**src/rtl/icmr_pkg.sv**
```systemverilog
`timescale 1ns / 1ps
`default_nettype none
// ----------------------------------------------------------------------------
// icmr_pkg
// Shared types and constants of the interrupt cause/mask register block.
// ----------------------------------------------------------------------------
package icmr_pkg;

   localparam int unsigned DATA_W   = 32;
   localparam int unsigned OFFSET_W = 12;
   localparam int unsigned KIND_W   = 2;
   localparam int unsigned PTR_LSB  = 5;
   localparam int unsigned PTR_W    = DATA_W - PTR_LSB;

   // Cause bit driven by the (active low) reset button.
   localparam int unsigned RESET_BUTTON_BIT = 16;
   localparam logic [DATA_W-1:0] BUTTON_MASK = DATA_W'(1) << RESET_BUTTON_BIT;
   localparam logic [DATA_W-1:0] CAUSE_RESET = BUTTON_MASK;

   typedef enum logic [KIND_W-1:0] {
      KIND_READ   = 2'd0,
      KIND_WRITE  = 2'd1,
      KIND_LINE   = 2'd2,
      KIND_BUTTON = 2'd3
   } kind_type;

   // Register offsets, low 12 address bits.
   localparam logic [OFFSET_W-1:0] OFS_CAUSE     = 12'h000;
   localparam logic [OFFSET_W-1:0] OFS_MASK      = 12'h004;
   localparam logic [OFFSET_W-1:0] OFS_BASE      = 12'h00C;
   localparam logic [OFFSET_W-1:0] OFS_END       = 12'h010;
   localparam logic [OFFSET_W-1:0] OFS_WPTR      = 12'h014;
   localparam logic [OFFSET_W-1:0] OFS_FIFO_RST  = 12'h018;
   localparam logic [OFFSET_W-1:0] OFS_RST_CODE  = 12'h024;
   localparam logic [OFFSET_W-1:0] OFS_BOARD_REV = 12'h02C;

   localparam logic [DATA_W-1:0] RST_CODE_VALUE  = 32'h8000_0000;
   localparam logic [DATA_W-1:0] BOARD_REV_VALUE = 32'h2000_0000;
   localparam logic [DATA_W-1:0] UNKNOWN_VALUE   = 32'hAFFE_0000;
   localparam logic [DATA_W-1:0] RST_CODE_OK_A   = 32'h8000_0001;
   localparam logic [DATA_W-1:0] RST_CODE_OK_B   = 32'h8000_0005;

   typedef struct packed {
      logic [DATA_W-1:0] read_data;
      logic              irq_pending;
      logic              unknown_access;
      logic              reset_request;
   } rsp_type;

endpackage : icmr_pkg
`default_nettype wire

```
**src/rtl/icmr_req_if.sv**
```systemverilog
`timescale 1ns / 1ps
`default_nettype none
// ----------------------------------------------------------------------------
// icmr_req_if
// Request channel: one bus access or interrupt event per beat.
// ----------------------------------------------------------------------------
interface icmr_req_if;
   import icmr_pkg::*;

   logic                valid;
   logic                ready;
   logic [KIND_W-1:0]   req_type;
   logic [OFFSET_W-1:0] reg_offset;
   logic [DATA_W-1:0]   write_data;
   logic [DATA_W-1:0]   cause_bits;
   logic                line_set;

   modport source (
      output valid, req_type, reg_offset, write_data, cause_bits, line_set,
      input  ready
   );

   modport sink (
      input  valid, req_type, reg_offset, write_data, cause_bits, line_set,
      output ready
   );

endinterface : icmr_req_if
`default_nettype wire

```
**src/rtl/icmr_rsp_if.sv**
```systemverilog
`timescale 1ns / 1ps
`default_nettype none
// ----------------------------------------------------------------------------
// icmr_rsp_if
// Response channel: one result beat per request beat.
// ----------------------------------------------------------------------------
interface icmr_rsp_if;
   import icmr_pkg::*;

   logic              valid;
   logic              ready;
   logic [DATA_W-1:0] read_data;
   logic              irq_pending;
   logic              unknown_access;
   logic              reset_request;

   modport source (
      output valid, read_data, irq_pending, unknown_access, reset_request,
      input  ready
   );

   modport sink (
      input  valid, read_data, irq_pending, unknown_access, reset_request,
      output ready
   );

endinterface : icmr_rsp_if
`default_nettype wire

```
**src/rtl/interrupt_cause_mask_registers_unit.sv**
```systemverilog
`timescale 1ns / 1ps
`default_nettype none
// ----------------------------------------------------------------------------
// interrupt_cause_mask_registers_unit
// Interrupt cause/mask regs with FIFO pointers, one beat per unstalled cycle.
// ----------------------------------------------------------------------------
// Each request beat is a bus read, a bus write, a device interrupt line
// set/clear or a reset button change. The beat is decoded against the
// register state in the cycle it is accepted; the state and the response
// (read data, irq_pending, unknown_access, reset_request) are registered at
// the same edge, so the response appears in the cycle after acceptance. A new
// beat is taken every cycle as long as the response register is empty or
// being drained in that cycle: throughput is one beat per clock. irq_pending
// always reflects cause & mask after the beat, including reset button
// changes. Writes to the cause register clear the bits written as 1; pointer
// registers keep address bits 31..5. After reset the cause register holds
// only the reset button bit; mask, pointers and response valid are zero.
// ----------------------------------------------------------------------------
module interrupt_cause_mask_registers_unit (
   input  wire         clock,
   input  wire         reset,
   icmr_req_if.sink    req_chan,
   icmr_rsp_if.source  rsp_chan
);
   import icmr_pkg::*;

   // Architectural state
   logic [DATA_W-1:0] cause_ff, cause_in;
   logic [DATA_W-1:0] mask_ff,  mask_in;
   logic [PTR_W-1:0]  base_ff,  base_in;
   logic [PTR_W-1:0]  end_ff,   end_in;
   logic [PTR_W-1:0]  wptr_ff,  wptr_in;

   // Response register
   logic    rsp_valid_ff;
   rsp_type rsp_ff, rsp_in;

   logic     req_accept;
   kind_type kind;

   // Response slot frees up when it is empty or taken this cycle.
   assign req_chan.ready = !rsp_valid_ff || rsp_chan.ready;
   assign req_accept     = req_chan.valid && req_chan.ready;
   assign kind           = kind_type'(req_chan.req_type);

   // Decode and next state
   always_comb begin
      cause_in              = cause_ff;
      mask_in               = mask_ff;
      base_in               = base_ff;
      end_in                = end_ff;
      wptr_in               = wptr_ff;
      rsp_in.read_data      = '0;
      rsp_in.unknown_access = 1'b0;
      rsp_in.reset_request  = 1'b0;

      unique case (kind)
         KIND_READ: begin
            unique case (req_chan.reg_offset)
               OFS_CAUSE:     rsp_in.read_data = cause_ff;
               OFS_MASK:      rsp_in.read_data = mask_ff;
               OFS_BASE:      rsp_in.read_data = {base_ff, PTR_LSB'(0)};
               OFS_END:       rsp_in.read_data = {end_ff, PTR_LSB'(0)};
               OFS_WPTR:      rsp_in.read_data = {wptr_ff, PTR_LSB'(0)};
               OFS_RST_CODE:  rsp_in.read_data = RST_CODE_VALUE;
               OFS_BOARD_REV: rsp_in.read_data = BOARD_REV_VALUE;
               default: begin
                  // FIFO reset offset reads as unknown too
                  rsp_in.read_data      = UNKNOWN_VALUE;
                  rsp_in.unknown_access = 1'b1;
               end
            endcase
         end
         KIND_WRITE: begin
            unique case (req_chan.reg_offset)
               OFS_CAUSE:    cause_in = cause_ff & ~req_chan.write_data;
               OFS_MASK:     mask_in  = req_chan.write_data;
               OFS_BASE:     base_in  = req_chan.write_data[DATA_W-1:PTR_LSB];
               OFS_END:      end_in   = req_chan.write_data[DATA_W-1:PTR_LSB];
               OFS_WPTR:     wptr_in  = req_chan.write_data[DATA_W-1:PTR_LSB];
               OFS_FIFO_RST: ;
               OFS_RST_CODE: begin
                  rsp_in.reset_request = (req_chan.write_data != RST_CODE_OK_A) &&
                                         (req_chan.write_data != RST_CODE_OK_B);
               end
               default:      rsp_in.unknown_access = 1'b1; // incl. board rev
            endcase
         end
         KIND_LINE: begin
            if (req_chan.line_set) begin
               cause_in = cause_ff | req_chan.cause_bits;
            end else begin
               cause_in = cause_ff & ~req_chan.cause_bits;
            end
         end
         KIND_BUTTON: begin
            // active low: pressed clears the cause bit
            if (req_chan.line_set) begin
               cause_in = cause_ff & ~BUTTON_MASK;
            end else begin
               cause_in = cause_ff | BUTTON_MASK;
            end
         end
         default: ;
      endcase

      rsp_in.irq_pending = |(cause_in & mask_in);
   end

   always_ff @(posedge clock) begin
      if (reset) begin
         cause_ff     <= CAUSE_RESET;
         mask_ff      <= '0;
         base_ff      <= '0;
         end_ff       <= '0;
         wptr_ff      <= '0;
         rsp_valid_ff <= 1'b0;
      end else begin
         if (req_accept) begin
            cause_ff     <= cause_in;
            mask_ff      <= mask_in;
            base_ff      <= base_in;
            end_ff       <= end_in;
            wptr_ff      <= wptr_in;
            rsp_valid_ff <= 1'b1;
         end else if (rsp_chan.ready) begin
            rsp_valid_ff <= 1'b0;
         end
      end
   end

   // Result payload, no reset needed
   always_ff @(posedge clock) begin
      if (req_accept) begin
         rsp_ff <= rsp_in;
      end
   end

   assign rsp_chan.valid          = rsp_valid_ff;
   assign rsp_chan.read_data      = rsp_ff.read_data;
   assign rsp_chan.irq_pending    = rsp_ff.irq_pending;
   assign rsp_chan.unknown_access = rsp_ff.unknown_access;
   assign rsp_chan.reset_request  = rsp_ff.reset_request;

   // ------------------------------------------------------------------------
   // Assertions
   // ------------------------------------------------------------------------

   // Pending irq in the held response matches the live state.
   a_irq_matches_state: assert property (@(posedge clock) disable iff (reset)
      rsp_valid_ff |-> (rsp_ff.irq_pending == |(cause_ff & mask_ff)))
      else $error("irq_pending disagrees with cause & mask");

   // A beat cannot be both an unknown access and a reset request.
   a_flags_exclusive: assert property (@(posedge clock) disable iff (reset)
      rsp_valid_ff |-> !(rsp_ff.unknown_access && rsp_ff.reset_request))
      else $error("unknown_access and reset_request both set");

   // State only moves on an accepted beat.
   a_state_holds: assert property (@(posedge clock)
      (!reset && !req_accept) |=> ($stable(cause_ff) && $stable(mask_ff)))
      else $error("state changed without an accepted beat");

   // Reset leaves only the button cause bit set.
   a_reset_value: assert property (@(posedge clock)
      reset |=> (cause_ff == CAUSE_RESET) && (mask_ff == '0) && !rsp_valid_ff)
      else $error("bad register state after reset");

endmodule : interrupt_cause_mask_registers_unit
`default_nettype wire

```
**src/flat_wrapper.sv**
```systemverilog
// flat-port wrapper written by rule: the top's interface ports become plain ports
module interrupt_cause_mask_registers_unit_flat import icmr_pkg::*;
  (clock, reset, req_chan_valid, req_chan_req_type, req_chan_reg_offset, req_chan_write_data, req_chan_cause_bits, req_chan_line_set, req_chan_ready, rsp_chan_valid, rsp_chan_read_data, rsp_chan_irq_pending, rsp_chan_unknown_access, rsp_chan_reset_request, rsp_chan_ready);
  icmr_req_if req_chan_i ();
  icmr_rsp_if rsp_chan_i ();
  input  wire clock;
  input  wire reset;
  input wire logic [$bits(req_chan_i.valid)-1:0] req_chan_valid;
  input wire logic [$bits(req_chan_i.req_type)-1:0] req_chan_req_type;
  input wire logic [$bits(req_chan_i.reg_offset)-1:0] req_chan_reg_offset;
  input wire logic [$bits(req_chan_i.write_data)-1:0] req_chan_write_data;
  input wire logic [$bits(req_chan_i.cause_bits)-1:0] req_chan_cause_bits;
  input wire logic [$bits(req_chan_i.line_set)-1:0] req_chan_line_set;
  output wire logic [$bits(req_chan_i.ready)-1:0] req_chan_ready;
  output wire logic [$bits(rsp_chan_i.valid)-1:0] rsp_chan_valid;
  output wire logic [$bits(rsp_chan_i.read_data)-1:0] rsp_chan_read_data;
  output wire logic [$bits(rsp_chan_i.irq_pending)-1:0] rsp_chan_irq_pending;
  output wire logic [$bits(rsp_chan_i.unknown_access)-1:0] rsp_chan_unknown_access;
  output wire logic [$bits(rsp_chan_i.reset_request)-1:0] rsp_chan_reset_request;
  input wire logic [$bits(rsp_chan_i.ready)-1:0] rsp_chan_ready;
  assign req_chan_i.valid = req_chan_valid;
  assign req_chan_i.req_type = req_chan_req_type;
  assign req_chan_i.reg_offset = req_chan_reg_offset;
  assign req_chan_i.write_data = req_chan_write_data;
  assign req_chan_i.cause_bits = req_chan_cause_bits;
  assign req_chan_i.line_set = req_chan_line_set;
  assign req_chan_ready = req_chan_i.ready;
  assign rsp_chan_valid = rsp_chan_i.valid;
  assign rsp_chan_read_data = rsp_chan_i.read_data;
  assign rsp_chan_irq_pending = rsp_chan_i.irq_pending;
  assign rsp_chan_unknown_access = rsp_chan_i.unknown_access;
  assign rsp_chan_reset_request = rsp_chan_i.reset_request;
  assign rsp_chan_i.ready = rsp_chan_ready;
  interrupt_cause_mask_registers_unit u_core (.clock(clock), .reset(reset), .req_chan(req_chan_i), .rsp_chan(rsp_chan_i));
endmodule
```
**config.mk**
```make
export PLATFORM = sky130hd
export DESIGN_NAME = interrupt_cause_mask_registers_unit_flat
export DESIGN_NICKNAME = d
export VERILOG_FILES = /design/src/rtl/icmr_pkg.sv /design/src/rtl/icmr_req_if.sv /design/src/rtl/icmr_rsp_if.sv /design/src/rtl/interrupt_cause_mask_registers_unit.sv /design/src/flat_wrapper.sv
export SDC_FILE = /design/constraint.sdc
export NUM_CORES = 1
export LEC_CHECK = 0
export ABC_AREA = 1
export BUFFER_PORTS_ARGS = -buffer_cell sky130_fd_sc_hd__buf_4
export CORE_MARGIN = 4
export CORE_UTILIZATION = 47
export CTS_BUF_LIST = sky130_fd_sc_hd__clkbuf_4
export CTS_CLUSTER_DIAMETER = 80
export DETAILED_ROUTE_END_ITERATION = 10
export PLACE_DENSITY = 0.7
export SLEW_MARGIN = 30
export SYNTH_ARGS = -nofsm -noshare
export SYNTH_HDL_FRONTEND = slang
export SYNTH_SLANG_ARGS = --single-unit
```
**constraint.sdc**
```tcl
create_clock -name clock -period 2.92 [get_ports clock]
set_input_delay 0.438 -clock clock [delete_from_list [all_inputs] [get_ports clock]]
set_output_delay 0.438 -clock clock [all_outputs]
set_load 0.01 [all_outputs]
```
==> flow_summary.json <==
{
  "synth_top_area_cell": "dfxtp_1",
  "instances_no_fill": 1757,
  "hold_path_class": "in -> reg",
  "cts_resized": 0,
  "io_pins": 120,
  "synth.top_cell.area_share_pct": 30.6,
  "async_flop_share_pct": 0,
  "synth-edff-count": 35,
  "wl_um": 28500,
  "antenna_found_initial": 1,
  "cts_buffer_depth": 2,
  "setup_tns_ns": 0,
  "finalSetupViolations": 0,
  "ff_latch_area_sq_mm": 0.00397,
  "r2r_setup_slack_ns": 1.14,
  "clkLatencyLatePin_ns": 0.59,
  "syn_nets": 1480,
  "crit_path_start_kind": "input port",
  "drc_errors": 0,
  "fp.dieArea_sq_mm": 0.0227,
  "path_buf_inv": 3,
  "coreArea_sq_mm": 0.0197,
  "post-route-min-period_ns": 1.99,
  "drt_iter0_drc": 956,
  "grt_remaining_overflow": 0,
  "multiInputGateArea_sq_mm": 0.00423,
  "die_y_um": 151,
  "fmaxAchievable_mhz": 502,
  "crit_path_cell_trace": "buf_4 > nor2_2 > nand2_4 > nor2_2 > nand2_2 > buf_4 > inv_2 > nor3_1 > nand2_2 > nand2_2 > nor2_1",
  "initial_core_util_pct": 48.4,
  "cts_num_sinks": 181,
  "critPathKind": "in -> reg",
  "ir_worst_vdd_mv": 0.239,
  "wl_per_cell_um": 16.2,
  "synth_area_leaders": "dfxtp_1, edfxtp_1, inv_1",
  "end_kind": "flip-flop",
  "portBuffers": 119,
  "drive_gt1_share_pct": 14.3,
  "grt_pass1_wl_um": 44500,
  "clockRootBuffer": "clkbuf_4",
  "arrival_ns": 2.43,
  "area_growth_pct": 15.1,
  "power.static_leakage_nw": 4.89,
  "p_per_area_mw_per_mm2": 432,
  "clock_skew_ns": 0.0250,
  "via_per_inst": 5.41,
  "synth_cell_types": 34,
  "dieWidth_um": 151,
  "ys.flop_type": "dfxtp_1",
  "post-route-period-util_pct": 68.2,
  "h-tree-depth": 4,
  "max_stage_delay_ns": 0.34,
  "crit_family": "simple AND/OR/NAND/NOR gates",
  "synthesis.area_sq_mm": 0.00955,
  "dpl.hpwl_um": 20000,
  "path_clk_slew_ns": 0.15,
  "grt_pass1_vias": 8298,
  "num_vias": 9499,
  "synth_cells": 1397,
  "ys_ff_latch": 181,
  "firstDrtPassIters": 5,
  "maxCapViolations": 0,
  "place.detailed.instances": 1723,
  "worstMarginPinSlew_ns": 0.607,
  "worstPathRequired_ns": 3.35,
  "outcome": "finished clean",
  "rows": 51,
  "cpMostUsedCell": "nand2_2",
  "track_usage_pct": 25.0,
  "cp_max_fo": 19,
  "grt_max_degree": 98,
  "ys_warn_count": 0,
  "slowest_stage": "nor2_2",
  "final_util_pct": 55.7,
  "syn_avg_cell_area_sq_um": 6.83,
  "n_fill_cell": 1908,
  "cts_tree": "yes",
  "antenna_left": 0,
  "final-hold-violation-count": 0,
  "slew_violations": 0,
  "cts_made_buffers": 17,
  "ys_top_cells_by_count": "inv_1, nand2_1, o21ai_0, a21oi_1, dfxtp_1",
  "slew_headroom_pct": 59.5,
  "ctsHoldBuffers": 0,
  "synth_most_common_cell": "inv_1",
  "fin_nets": 1560,
  "grt_setup_unrepaired": "no",
  "yosysSeqAreaShare_pct": 41.6,
  "gp_congestion": 0.907,
  "cts_setup_buffers": 0
}
[worst register-to-register path: cells and delay by family, from the launching register on]
family / cells / cell delay, ns
AND/OR/NAND/NOR: 4 / 0.84
flip-flops: 1 / 0.34
buffers and inverters: 1 / 0.27
AO/OA/AOI/OAI: 2 / 0.23
[per-layer routing]
layer	wire length [um]	up-vias	GRT usage (%)
met2	11900	454	35.9
met4	400	0	6.27
met5	0	-	0
li1	-	4737	-
met1	13100	4278	37.6
met3	3050	30	5.96
[stage by stage]
stage	power, W	setup WS [ns]	area, sq um	hold WS (ns)
finish	0.00474	0.928	11000	0.160
floorplan	0.00314	0.374	9550	0.423
CTS	0.00476	0.996	11000	0.138
global route	0.00496	0.805	11000	0.129
detailed placement	0.00345	0.346	10700	0.436
global placement	0.00344	0.427	10700	0.431
[final timing paths]
| path | startpoint | endpoint | cells past startpoint |
|---|---|---|---|
| hold / removal | req_chan_write_data[8] | u_core.base_ff[3] | 3 |
| setup / recovery | req_chan_reg_offset[11] | u_core.rsp_chan.read_data[10] | 11 |
| hold reg to reg | u_core.base_ff[20] | u_core.base_ff[20] | 2 |
| setup reg to reg | u_core.rsp_chan.valid | u_core.base_ff[2] | 7 |
[logic make-up after synthesis]
| family | after synthesis | share of synthesized area (%) |
|---|---|---|
| compound gates | 381 | 21.1 |
| simple gates | 489 | 23.1 |
| flops | 181 | 41.6 |
| buf+inv | 346 | 14.2 |
[state kept, by name (all words and copies together), names as in the netlist]
register,count
u_core.rsp_chan.reset_request,1
u_core.wptr_ff,27
u_core.base_ff,27
u_core.mask_ff,32
u_core.end_ff,27
u_core.rsp_chan.unknown_access,1
u_core.rsp_chan.read_data,32
u_core.cause_ff,32
u_core.rsp_chan.valid,1
u_core.rsp_chan.irq_pending,1
[placed cells by master, fill, tap and decap left out, types with 21 or more instances in the layout]
cell      netlist  layout
edfxtp_1       35      35
o22ai_1        39      39
a21oi_1       151     151
nand3_1        47      47
nor3_1         21      21
o21ai_0       158     158
nand4_1        57      57
buf_4           3     142
inv_1         252     251
dfxtp_1       146     146
nor2_1         80      80
nand2_1       251     250
[report_power, final]
| part | internal [W] | leakage, nW | switching, W |
|---|---|---|---|
| registers | 0.00265 | 1.54 | 0.0000477 |
| clock network | 0.000373 | 0.141 | 0.000969 |
| logic | 0.000261 | 3.21 | 0.000447 |
[area by class of cell]
| class | instances | share of cell area [%] |
|---|---|---|
| Inverter | 257 | 8.78 |
| Sequential cell | 181 | 36.2 |
| Antenna cell | 2 | 0.0456 |
| Timing Repair Buffer | 150 | 11.2 |
| Clock buffer | 17 | 1.16 |
| Clock inverter | 15 | 1.20 |
| Multi-Input combinational cell | 870 | 38.5 |
| Tap cell | 265 | 3.02 |
Power figures use the tool's default switching activity.
